$ cat src/hw/rtl/afm_pkg.sv
`timescale 1ns / 1ps
// ============================================================================
// afm_pkg
// Widths and constants shared by the audio frame level meter.
// ============================================================================
package afm_pkg;

    localparam int SAMPLE_W    = 16;
    localparam int PEAK_W      = 16;
    localparam int SQ_W        = 2 * PEAK_W;
    localparam int ENERGY_W    = 43;
    localparam int CNT_W       = 13;
    localparam int RMS_W       = 16;
    localparam int MAX_SAMPLES = 4096;

    // root unit: divide {0,energy} by count, then integer square root
    localparam int RAD_W      = ENERGY_W + 1;
    localparam int ROOT_W     = RAD_W / 2;
    localparam int REM_W      = ROOT_W + 1;
    localparam int SUB_W      = REM_W + 2;
    localparam int DIV_STEPS  = RAD_W;
    localparam int SQRT_STEPS = ROOT_W;
    localparam int STEP_W     = $clog2(DIV_STEPS);

    localparam logic [ENERGY_W-1:0] ENERGY_MAX = '1;

    typedef logic [SAMPLE_W-1:0] sample_t;
    typedef logic [PEAK_W-1:0]   peak_t;
    typedef logic [ENERGY_W-1:0] energy_t;
    typedef logic [CNT_W-1:0]    count_t;
    typedef logic [RMS_W-1:0]    rms_t;

endpackage

$ cat src/hw/rtl/afm_root_unit.sv
`timescale 1ns / 1ps
// ============================================================================
// afm_root_unit
// Iterative floor(sqrt(floor(dividend / divisor))). One shared subtractor does
// a restoring divide (one quotient bit per cycle), then a digit-by-digit
// square root (one root bit per cycle). done pulses when root is valid; root
// holds until the next start.
// ============================================================================
module afm_root_unit (
    input  logic             clk,
    input  logic             rst_n,
    input  logic             start,
    input  afm_pkg::energy_t dividend,
    input  afm_pkg::count_t  divisor,
    output logic             done,
    output afm_pkg::rms_t    root
);
    import afm_pkg::*;

    typedef enum logic [2:0] {
        U_IDLE = 3'b001,
        U_DIV  = 3'b010,
        U_SQRT = 3'b100
    } uphase_t;

    uphase_t                 phase_reg, phase_next;
    logic [STEP_W-1:0]       step_reg, step_next;
    logic [RAD_W-1:0]        num_reg, num_next;
    logic [REM_W-1:0]        rem_reg, rem_next;
    logic [ROOT_W-1:0]       root_reg, root_next;
    logic                    done_reg, done_next;

    logic [SUB_W-1:0]        sub_a, sub_b;
    logic [SUB_W:0]          sub_diff;
    logic                    sub_ge;

    // shared subtractor
    always_comb
    begin
        if (phase_reg == U_DIV)
        begin
            sub_a = SUB_W'({rem_reg[CNT_W-1:0], num_reg[RAD_W-1]});
            sub_b = SUB_W'(divisor);
        end
        else
        begin
            sub_a = {rem_reg, num_reg[RAD_W-1 -: 2]};
            sub_b = SUB_W'({root_reg, 2'b01});
        end
        sub_diff = {1'b0, sub_a} - {1'b0, sub_b};
        sub_ge   = ~sub_diff[SUB_W];
    end

    always_comb
    begin
        phase_next = phase_reg;
        step_next  = step_reg;
        num_next   = num_reg;
        rem_next   = rem_reg;
        root_next  = root_reg;
        done_next  = 1'b0;
        unique case (phase_reg)
            U_IDLE:
            begin
                if (start)
                begin
                    num_next   = {1'b0, dividend};
                    rem_next   = '0;
                    root_next  = '0;
                    step_next  = '0;
                    phase_next = U_DIV;
                end
            end
            U_DIV:
            begin
                num_next = {num_reg[RAD_W-2:0], sub_ge};
                rem_next = REM_W'(sub_ge ? sub_diff[CNT_W-1:0] : sub_a[CNT_W-1:0]);
                if (step_reg == STEP_W'(DIV_STEPS - 1))
                begin
                    rem_next   = '0;
                    step_next  = '0;
                    phase_next = U_SQRT;
                end
                else
                begin
                    step_next = step_reg + 1'b1;
                end
            end
            U_SQRT:
            begin
                num_next  = {num_reg[RAD_W-3:0], 2'b00};
                rem_next  = sub_ge ? sub_diff[REM_W-1:0] : sub_a[REM_W-1:0];
                root_next = {root_reg[ROOT_W-2:0], sub_ge};
                if (step_reg == STEP_W'(SQRT_STEPS - 1))
                begin
                    step_next  = '0;
                    done_next  = 1'b1;
                    phase_next = U_IDLE;
                end
                else
                begin
                    step_next = step_reg + 1'b1;
                end
            end
            default:
            begin
                phase_next = U_IDLE;
            end
        endcase
    end

    always_ff @(posedge clk or negedge rst_n)
    begin
        if (!rst_n)
        begin
            phase_reg <= U_IDLE;
            step_reg  <= '0;
            done_reg  <= 1'b0;
        end
        else
        begin
            phase_reg <= phase_next;
            step_reg  <= step_next;
            done_reg  <= done_next;
        end
    end

    always_ff @(posedge clk)
    begin
        num_reg  <= num_next;
        rem_reg  <= rem_next;
        root_reg <= root_next;
    end

    assign done = done_reg;
    assign root = root_reg[RMS_W-1:0];

endmodule

$ cat src/hw/rtl/audio_frame_level_meter.sv
`timescale 1ns / 1ps
// ============================================================================
// audio_frame_level_meter
// Per-frame peak, energy, sample count and rms of a Q1.15 sample stream.
// ============================================================================
// Usage:
//   Input channel (in_valid/in_ready): one request per sample, with
//   last_sample set on the final sample of a frame. Output channel
//   (out_valid/out_ready): one request per frame, sent after the last sample.
//   For each sample, the accept cycle squares it and the next cycle updates
//   peak, energy and count. in_ready is low in that accumulate cycle.
//   After a last sample the accumulate cycle also starts the root unit, which
//   runs 44 divide steps and then 22 square-root steps; the meter then waits
//   for done and loads the output register. in_ready stays low from the last
//   sample until the result is loaded into the output register.
//   The output register holds a result while the receiver stalls; sample
//   requests keep flowing meanwhile. A new frame result that is ready while
//   the previous one still waits holds in_ready low until the old one goes.
//   Samples past 4096 in a frame are dropped and set overflow.
//   Reset clears all accumulators and drops any pending result.
// ============================================================================
module audio_frame_level_meter (
    input  logic             clk,
    input  logic             rst_n,
    input  logic             in_valid,
    output logic             in_ready,
    input  afm_pkg::sample_t sample,
    input  logic             last_sample,
    output logic             out_valid,
    input  logic             out_ready,
    output afm_pkg::peak_t   peak_level,
    output afm_pkg::energy_t frame_energy,
    output afm_pkg::rms_t    rms_level,
    output afm_pkg::count_t  sample_count,
    output logic             overflow
);
    import afm_pkg::*;

    typedef enum logic [3:0] {
        S_IDLE  = 4'b0001,
        S_ACCUM = 4'b0010,
        S_CALC  = 4'b0100,
        S_EMIT  = 4'b1000
    } state_t;

    state_t            state_reg, state_next;
    peak_t             mag_reg, mag_next;
    logic [SQ_W-1:0]   sq_reg, sq_next;
    logic              last_reg, last_next;

    peak_t             peak_reg, peak_next;
    energy_t           energy_reg, energy_next;
    count_t            count_reg, count_next;
    logic              ovf_reg, ovf_next;

    logic              out_valid_reg, out_valid_next;
    peak_t             out_peak_reg, out_peak_next;
    energy_t           out_energy_reg, out_energy_next;
    rms_t              out_rms_reg, out_rms_next;
    count_t            out_count_reg, out_count_next;
    logic              out_ovf_reg, out_ovf_next;

    peak_t             mag;
    logic [ENERGY_W:0] energy_sum;
    logic              take;
    logic              unit_start;
    logic              unit_done;
    rms_t              unit_root;
    logic              in_fire;

    // root unit latches the energy total that includes the last sample; the count is read directly while it runs
    afm_root_unit u_root (
        .clk      (clk),
        .rst_n    (rst_n),
        .start    (unit_start),
        .dividend (energy_next),
        .divisor  (count_next),
        .done     (unit_done),
        .root     (unit_root)
    );

    assign in_ready   = (state_reg == S_IDLE);
    assign in_fire    = in_valid && in_ready;
    assign mag        = sample[SAMPLE_W-1] ? PEAK_W'(~sample + 1'b1) : PEAK_W'(sample);
    assign take       = (count_reg < CNT_W'(MAX_SAMPLES));
    assign energy_sum = {1'b0, energy_reg} + (ENERGY_W + 1)'(sq_reg);
    assign unit_start = (state_reg == S_ACCUM) && last_reg;

    always_comb
    begin
        state_next      = state_reg;
        mag_next        = mag_reg;
        sq_next         = sq_reg;
        last_next       = last_reg;
        peak_next       = peak_reg;
        energy_next     = energy_reg;
        count_next      = count_reg;
        ovf_next        = ovf_reg;
        out_valid_next  = out_valid_reg && !out_ready;
        out_peak_next   = out_peak_reg;
        out_energy_next = out_energy_reg;
        out_rms_next    = out_rms_reg;
        out_count_next  = out_count_reg;
        out_ovf_next    = out_ovf_reg;
        unique case (state_reg)
            S_IDLE:
            begin
                if (in_fire)
                begin
                    mag_next   = mag;
                    sq_next    = mag * mag;
                    last_next  = last_sample;
                    state_next = S_ACCUM;
                end
            end
            S_ACCUM:
            begin
                if (take)
                begin
                    if (mag_reg > peak_reg)
                    begin
                        peak_next = mag_reg;
                    end
                    energy_next = energy_sum[ENERGY_W] ? ENERGY_MAX
                                                       : energy_sum[ENERGY_W-1:0];
                    count_next  = count_reg + 1'b1;
                end
                else
                begin
                    ovf_next = 1'b1;
                end
                state_next = last_reg ? S_CALC : S_IDLE;
            end
            S_CALC:
            begin
                if (unit_done)
                begin
                    state_next = S_EMIT;
                end
            end
            S_EMIT:
            begin
                if (!out_valid_reg || out_ready)
                begin
                    out_valid_next  = 1'b1;
                    out_peak_next   = peak_reg;
                    out_energy_next = energy_reg;
                    out_rms_next    = (count_reg == '0) ? '0 : unit_root;
                    out_count_next  = count_reg;
                    out_ovf_next    = ovf_reg;
                    peak_next       = '0;
                    energy_next     = '0;
                    count_next      = '0;
                    ovf_next        = 1'b0;
                    state_next      = S_IDLE;
                end
            end
            default:
            begin
                state_next = S_IDLE;
            end
        endcase
    end

    always_ff @(posedge clk or negedge rst_n)
    begin
        if (!rst_n)
        begin
            state_reg     <= S_IDLE;
            peak_reg      <= '0;
            energy_reg    <= '0;
            count_reg     <= '0;
            ovf_reg       <= 1'b0;
            out_valid_reg <= 1'b0;
        end
        else
        begin
            state_reg     <= state_next;
            peak_reg      <= peak_next;
            energy_reg    <= energy_next;
            count_reg     <= count_next;
            ovf_reg       <= ovf_next;
            out_valid_reg <= out_valid_next;
        end
    end

    always_ff @(posedge clk)
    begin
        mag_reg        <= mag_next;
        sq_reg         <= sq_next;
        last_reg       <= last_next;
        out_peak_reg   <= out_peak_next;
        out_energy_reg <= out_energy_next;
        out_rms_reg    <= out_rms_next;
        out_count_reg  <= out_count_next;
        out_ovf_reg    <= out_ovf_next;
    end

    assign out_valid    = out_valid_reg;
    assign peak_level   = out_peak_reg;
    assign frame_energy = out_energy_reg;
    assign rms_level    = out_rms_reg;
    assign sample_count = out_count_reg;
    assign overflow     = out_ovf_reg;

endmodule

$ cat config.mk
export PLATFORM = sky130hd
export DESIGN_NAME = audio_frame_level_meter
export DESIGN_NICKNAME = d
export VERILOG_FILES = /design/src/hw/rtl/afm_pkg.sv /design/src/hw/rtl/afm_root_unit.sv /design/src/hw/rtl/audio_frame_level_meter.sv
export SDC_FILE = /design/constraint.sdc
export NUM_CORES = 1
export LEC_CHECK = 0
export CORE_MARGIN = 1.5
export CORE_UTILIZATION = 66
export DETAILED_ROUTE_END_ITERATION = 10
export DONT_BUFFER_PORTS = 1
export GPL_ROUTABILITY_DRIVEN = 0
export PLACE_DENSITY = 0.88
export REMOVE_ABC_BUFFERS = 1
export SLEW_MARGIN = 10
export SYNTH_ARGS = -nofsm -noshare
export SYNTH_HDL_FRONTEND = slang
export SYNTH_SLANG_ARGS = --single-unit
$ cat constraint.sdc
create_clock -name clk -period 8.1 [get_ports clk]
set_input_delay 0.405 -clock clk [delete_from_list [all_inputs] [get_ports clk]]
set_output_delay 0.405 -clock clk [all_outputs]
set_load 0.01 [all_outputs]
== Word-level counts from Yosys, hierarchy flattened ==
Index checks and enable logic that the tools add are counted.

* Flip-flop bits (word level): 315
* Bits of input ports: 21
* Output and inout port bits: 91
* Word-level logic and storage cells: 109

* $add $sub $neg: 5
* Multiply operators: 1
* Magnitude comparators: 2
* Equality and inequality tests: 18
* Multiplexer cells: 43
* Bitwise logic cells: 2
* Reduce and logical (&&, ||, !) cells: 18

{| class="wikitable"
|+ Operator list
! operator !! count
|-
| one-hot mux 44 bit (3 select lines) || 1
|-
| two-way mux 43 bit || 3
|-
| one-hot mux 43 bit (2 select lines) || 1
|-
| two-way mux 23 bit || 3
|-
| one-hot mux 23 bit (3 select lines) || 1
|-
| two-way mux 16 bit || 4
|-
| adder 43 x 32 -> 44 bit || 1
|-
| two-way mux 44 bit || 1
|-
| one-hot mux 22 bit (2 select lines) || 1
|-
| two-way mux 13 bit || 3
|-
| multiplier 16 x 16 -> 32 bit || 1
|-
| one-hot mux 16 bit (2 select lines) || 1
|-
| one-hot mux 13 bit (2 select lines) || 1
|-
| subtractor 25 x 24 -> 26 bit || 1
|-
| two-way mux 25 bit || 1
|-
| two-way mux 24 bit || 1
|-
| two-way mux 22 bit || 1
|-
| two-way mux 6 bit || 3
|-
| one-hot mux 6 bit (3 select lines) || 1
|-
| adder 16 x 1 -> 16 bit, second input constant || 1
|-
| greater-than comparator 16 bit || 1
|-
| NOT 16 bit || 1
|-
| one-hot mux 4 bit (4 select lines) || 1
|-
| adder 13 x 1 -> 13 bit, second input constant || 1
|-
| other kinds (28) || 54
|}

== Depth between registers and ports, before layout ==
* Word-level depth: 9
* Mapped depth: 32
* Gate-level depth less buffers: 31

== Hierarchy ==
From an unflattened synthesis, not the netlist that was laid out.

* Cell total of the unflattened synthesis: 2295
* Area, all modules: 23317.4 um^2

{| class="wikitable"
|+ Modules (own cells, without submodules)
! module !! instances !! cells an instance !! area each (um^2)
|-
| audio_frame_level_meter || 1 || 1670 || 17166.5
|-
| afm_root_unit || 1 || 625 || 6150.9
|}

== Worst setup path after synthesis ==
Ideal clock, no wire load.

* Kind: input to register
* Start: input port sample[0]
* End: register sq_reg[31], data pin
* Setup time: 0.260 ns
* Arrival: 7.863 ns
* Required time: 7.840 ns
* Path slack: -0.023 ns
* Stages on the path: 30
* Cells stage by stage: inv_1 > clkbuf_1 > ha_1 > nor2b_1 > nand2_1 > o41ai_1 > xor2_1 > clkinv_1 > nand2_1 > inv_1 > fa_1 > inv_1 > fa_1 > inv_1 > fa_1 > fa_1 > fa_1 > inv_1 > fa_1 > inv_1 > ha_1 > a21oi_1 > o21ai_0 > a32o_1 > a2111oi_2 > o31a_1 > nor3_1 > a2111o_1 > a21oi_2 > xnor2_1

* Longest elaborated chain between the ends: 4

{| class="wikitable"
|+ Ends and longest elaborated chain
! what !! line !! RTL
|-
| from (decl) || audio_frame_level_meter.sv:27 || <nowiki>input afm_pkg::sample_t sample,</nowiki>
|-
| NOT 16 bit || audio_frame_level_meter.sv:84 || <nowiki>assign mag = sample[SAMPLE_W-1] ? PEAK_W'(~sample + 1'b1) : PEAK_W'(sample);</nowiki>
|-
| adder 16 x 1 -> 16 bit || audio_frame_level_meter.sv:84 ||
|-
| two-way mux 16 bit || audio_frame_level_meter.sv:84 ||
|-
| net mag[10] || audio_frame_level_meter.sv:63 || <nowiki>peak_t mag;</nowiki>
|-
| multiplier 16 x 16 -> 32 bit || audio_frame_level_meter.sv:111 || <nowiki>sq_next = mag * mag;</nowiki>
|-
| to (signal assigned) || audio_frame_level_meter.sv:190 || <nowiki>sq_reg <= sq_next;</nowiki>
|-
| to (decl) || audio_frame_level_meter.sv:48 || <nowiki>logic [SQ_W-1:0] sq_reg, sq_next;</nowiki>
|}

The timed path passes the listed nets, and every way through them passes these cells.
A chain may end at the register's enable or synchronous reset.

== Worst setup path after layout ==
Same ends and word-level chain as after synthesis.

==> flow_summary.yaml <==
outcome:
  outcome: "completed"
sta:
  whs_ns: 0.116
  final-hold-violation-count: 0
  setup_viol: 0
  relSlewSlack_pct: 20.0
  drv_slew: 0
  skew_ns: 0.0351
  fin_crit_sh_pct: 93.5
  fin_ws_ns: 0.528
  rsz0062_at_grt: "no"
  fmax_mhz: 132
  min_period_ns: 7.57
  worst_pin_slew_ns: 1.19
detailed_routing:
  wl_mm: 56.2
  wl_per_cell_um: 20.1
  viasPerCell: 6.41
  drc_errors: 0
  drtIter0Drc: 2110
  ant_nets: 0
  firstDrtPassIters: 9
  num_vias: 17900
worst_hold_path:
  hold_path_class: "input pin to register"
  min_path_cells: 1
setup_path:
  cp.required_ns: 8.37
  worstPathArrival_ns: 7.84
  crit_path_end_kind: "register"
  cp_max_fo: 8
  rr_worst_depth: 17
  start_kind: "input pin"
  crit_type: "input pin to register"
clock_network:
  clk_path_buf_depth: 3
  cts.sinks: 313
  cts-root-buf: "clkbuf_16"
  cts_tree: "done"
  h-tree-depth: 2
  cts.clk_slew.worst_paths_ns: 0.06
  clk_latency_ns: 0.55
  cts_made_buffers: 35
synth:
  ys_warn_count: 0
  synth_cell_types: 84
  synth-main-ff-cell: "edfxtp_1"
  yosys.area.top_type: "edfxtp_1"
  synth_area_leaders: "edfxtp_1, fa_1, dfrtp_1, ha_1, inv_1"
  ys_async_sr_fraction_pct: 28.1
  yosys_register_bits: 313
  synth_area_sq_um: 23300
  seq_area_frac_synth_pct: 38.4
  syn_avg_cell_area_sq_um: 10.1
  yosys.area.top_type_share_pct: 29.0
  synth_cells: 2302
  synth_edf_count: 225
placed_design:
  io_buffer_count: 0
  dp_slack_ns: -0.00343
  dpl.hpwl_mm: 40.8
  dp.cells: 2725
floorplan:
  start_util_pct: 67.2
  core_area_sq_um: 34700
  die-area_sq_um: 36500
  boundaryPins: 112
  die_w_um: 191
  die_y_um: 191
  fp-row-count: 68
layout:
  largest_reg_flops: 44
  area_delta_synth_final_pct: 8.24
  fin_nets: 2671
  layout.cells.non_filler: 2795
  n_antenna_cell: 0
  drive_gt1_share_pct: 5.56
grt:
  antenna_found_initial: 0
  grt_pass1_vias: 18300
  gr-total-overflow: 0
  grt_pass1_wl_mm: 91.3
  track_usage_pct: 31.4
  grt_max_degree: 89
run:
  max_cap_violations: 0
==> cell usage after synthesis (9+ instances only) <==
| cell | number |
|---|---|
| a22o_1 | 32 |
| and2_1 | 63 |
| a21oi_1 | 129 |
| nand3_1 | 40 |
| a221o_1 | 16 |
| mux2i_1 | 21 |
| nor3_1 | 24 |
| edfxtp_1 | 225 |
| o211ai_1 | 13 |
| a211oi_1 | 26 |
| a211o_1 | 10 |
| inv_1 | 295 |
| o21a_1 | 20 |
| o21bai_1 | 11 |
| o21ai_0 | 111 |
| a21o_1 | 46 |
| a31oi_1 | 12 |
| nand2b_1 | 14 |
| a222oi_1 | 9 |
| o31ai_1 | 11 |
| fa_1 | 165 |
| nor2_1 | 153 |
| clkbuf_1 | 64 |
| nand4_1 | 22 |
| xor2_1 | 31 |
| dfrtp_1 | 86 |
| nor4_1 | 11 |
| ha_1 | 172 |
| and3_1 | 13 |
| xnor2_1 | 61 |
| nand2_1 | 256 |
==> repair_timing <==
item                       CTS  global route
setup buffers                0             1
setup endpoints to repair    0             1
gates resized for setup      0             1
hold buffers                 5             0
hold endpoints to repair    91             0
==> final timing paths <==
kind,start,to,slack (ns)
min in group asynchronous,rst_n,peak_reg[6],0.45
max in group asynchronous,rst_n,energy_reg[32],7.21
worst min-delay path,sample[0],sq_reg[2],0.12
worst min register to register,ovf_reg,overflow,0.48
worst max-delay path,sample[0],sq_reg[31],0.53
worst max register to register,state_reg[1],u_root.rem_reg[11],2.52
==> layout make-up <==
class                           instances  area (sq um)
Multi-Input combinational cell       1619         13000
Clock inverter                         13           190
Clock buffer                           51          1040
Timing Repair Buffer                   43           353
Sequential cell                       313          8960
Tap cell                              455           569
Fill cell                            2221          9460
Inverter                              301          1130
==> layer usage <==
layer  part of all wire [%]  routed length (um)  track usage (%)  vias up
met5                      0                   0                0        -
met4                    4.1                2320             13.8        0
met3                    8.4                4740             5.10      211
met2                     50               27900             54.7     1026
met1                     38               21200             38.7     8643
li1                       -                   -                -     8023
==> critical path, cell delays in order <==
cell	delay, ns
inv_1	0.06
ha_1	0.15
nor2b_1	0.28
nand2_1	0.12
o41ai_1	0.39
xor2_1	0.28
clkinv_1	0.14
buf_4	0.20
nand2_1	0.09
fa_1	0.47
inv_1	0.10
fa_1	0.44
fa_1	0.52
fa_1	0.52
fa_1	0.55
inv_1	0.06
fa_1	0.52
inv_1	0.04
ha_1	0.37
a21oi_1	0.23
o21ai_0	0.25
a32o_1	0.29
a2111oi_2	0.43
o31a_1	0.24
nor3_1	0.07
a2111o_1	0.40
a21oi_2	0.15
xnor2_1	0.07
==> stage by stage <==
step                cell area [sq um]  setup TNS, ns  util [%]
global placement                23900              0      69.0
finish                          25300              0      72.8
global route                    25300              0      72.8
CTS                             25200              0      72.7
floorplan                       23100              0         -
detailed placement              23900       -0.00343      69.0
==> cells by family after synthesis <==
group / share of synthesized area [%]
other: 0.0322
AND/OR/NAND/NOR: 12.6
buffers and inverters: 6.13
multiplexers: 0.997
XOR/XNOR: 3.45
AO/OA/AOI/OAI: 15.0
flip-flops: 38.4
adder cells (fa/ha/maj): 23.4
==> layout by cell type (no fill, tap or decap), drive strengths merged, types with 24 or more instances in the layout <==
| cell type | n |
|---|---|
| inv | 299 |
| nand2 | 256 |
| edfxtp | 225 |
| ha | 172 |
| fa | 165 |
| nor2 | 153 |
| a21oi | 131 |
| o21ai | 115 |
| dfrtp | 86 |
| and2 | 64 |
| xnor2 | 61 |
| clkbuf | 51 |
| a21o | 46 |
| nand3 | 40 |
| buf | 39 |
| a22o | 32 |
| xor2 | 31 |
| a211oi | 27 |
| nor3 | 24 |
Power is left out: the tool's default activity adds up to more than one toggle a clock period on the data nets, which glitch-free logic cannot reach.
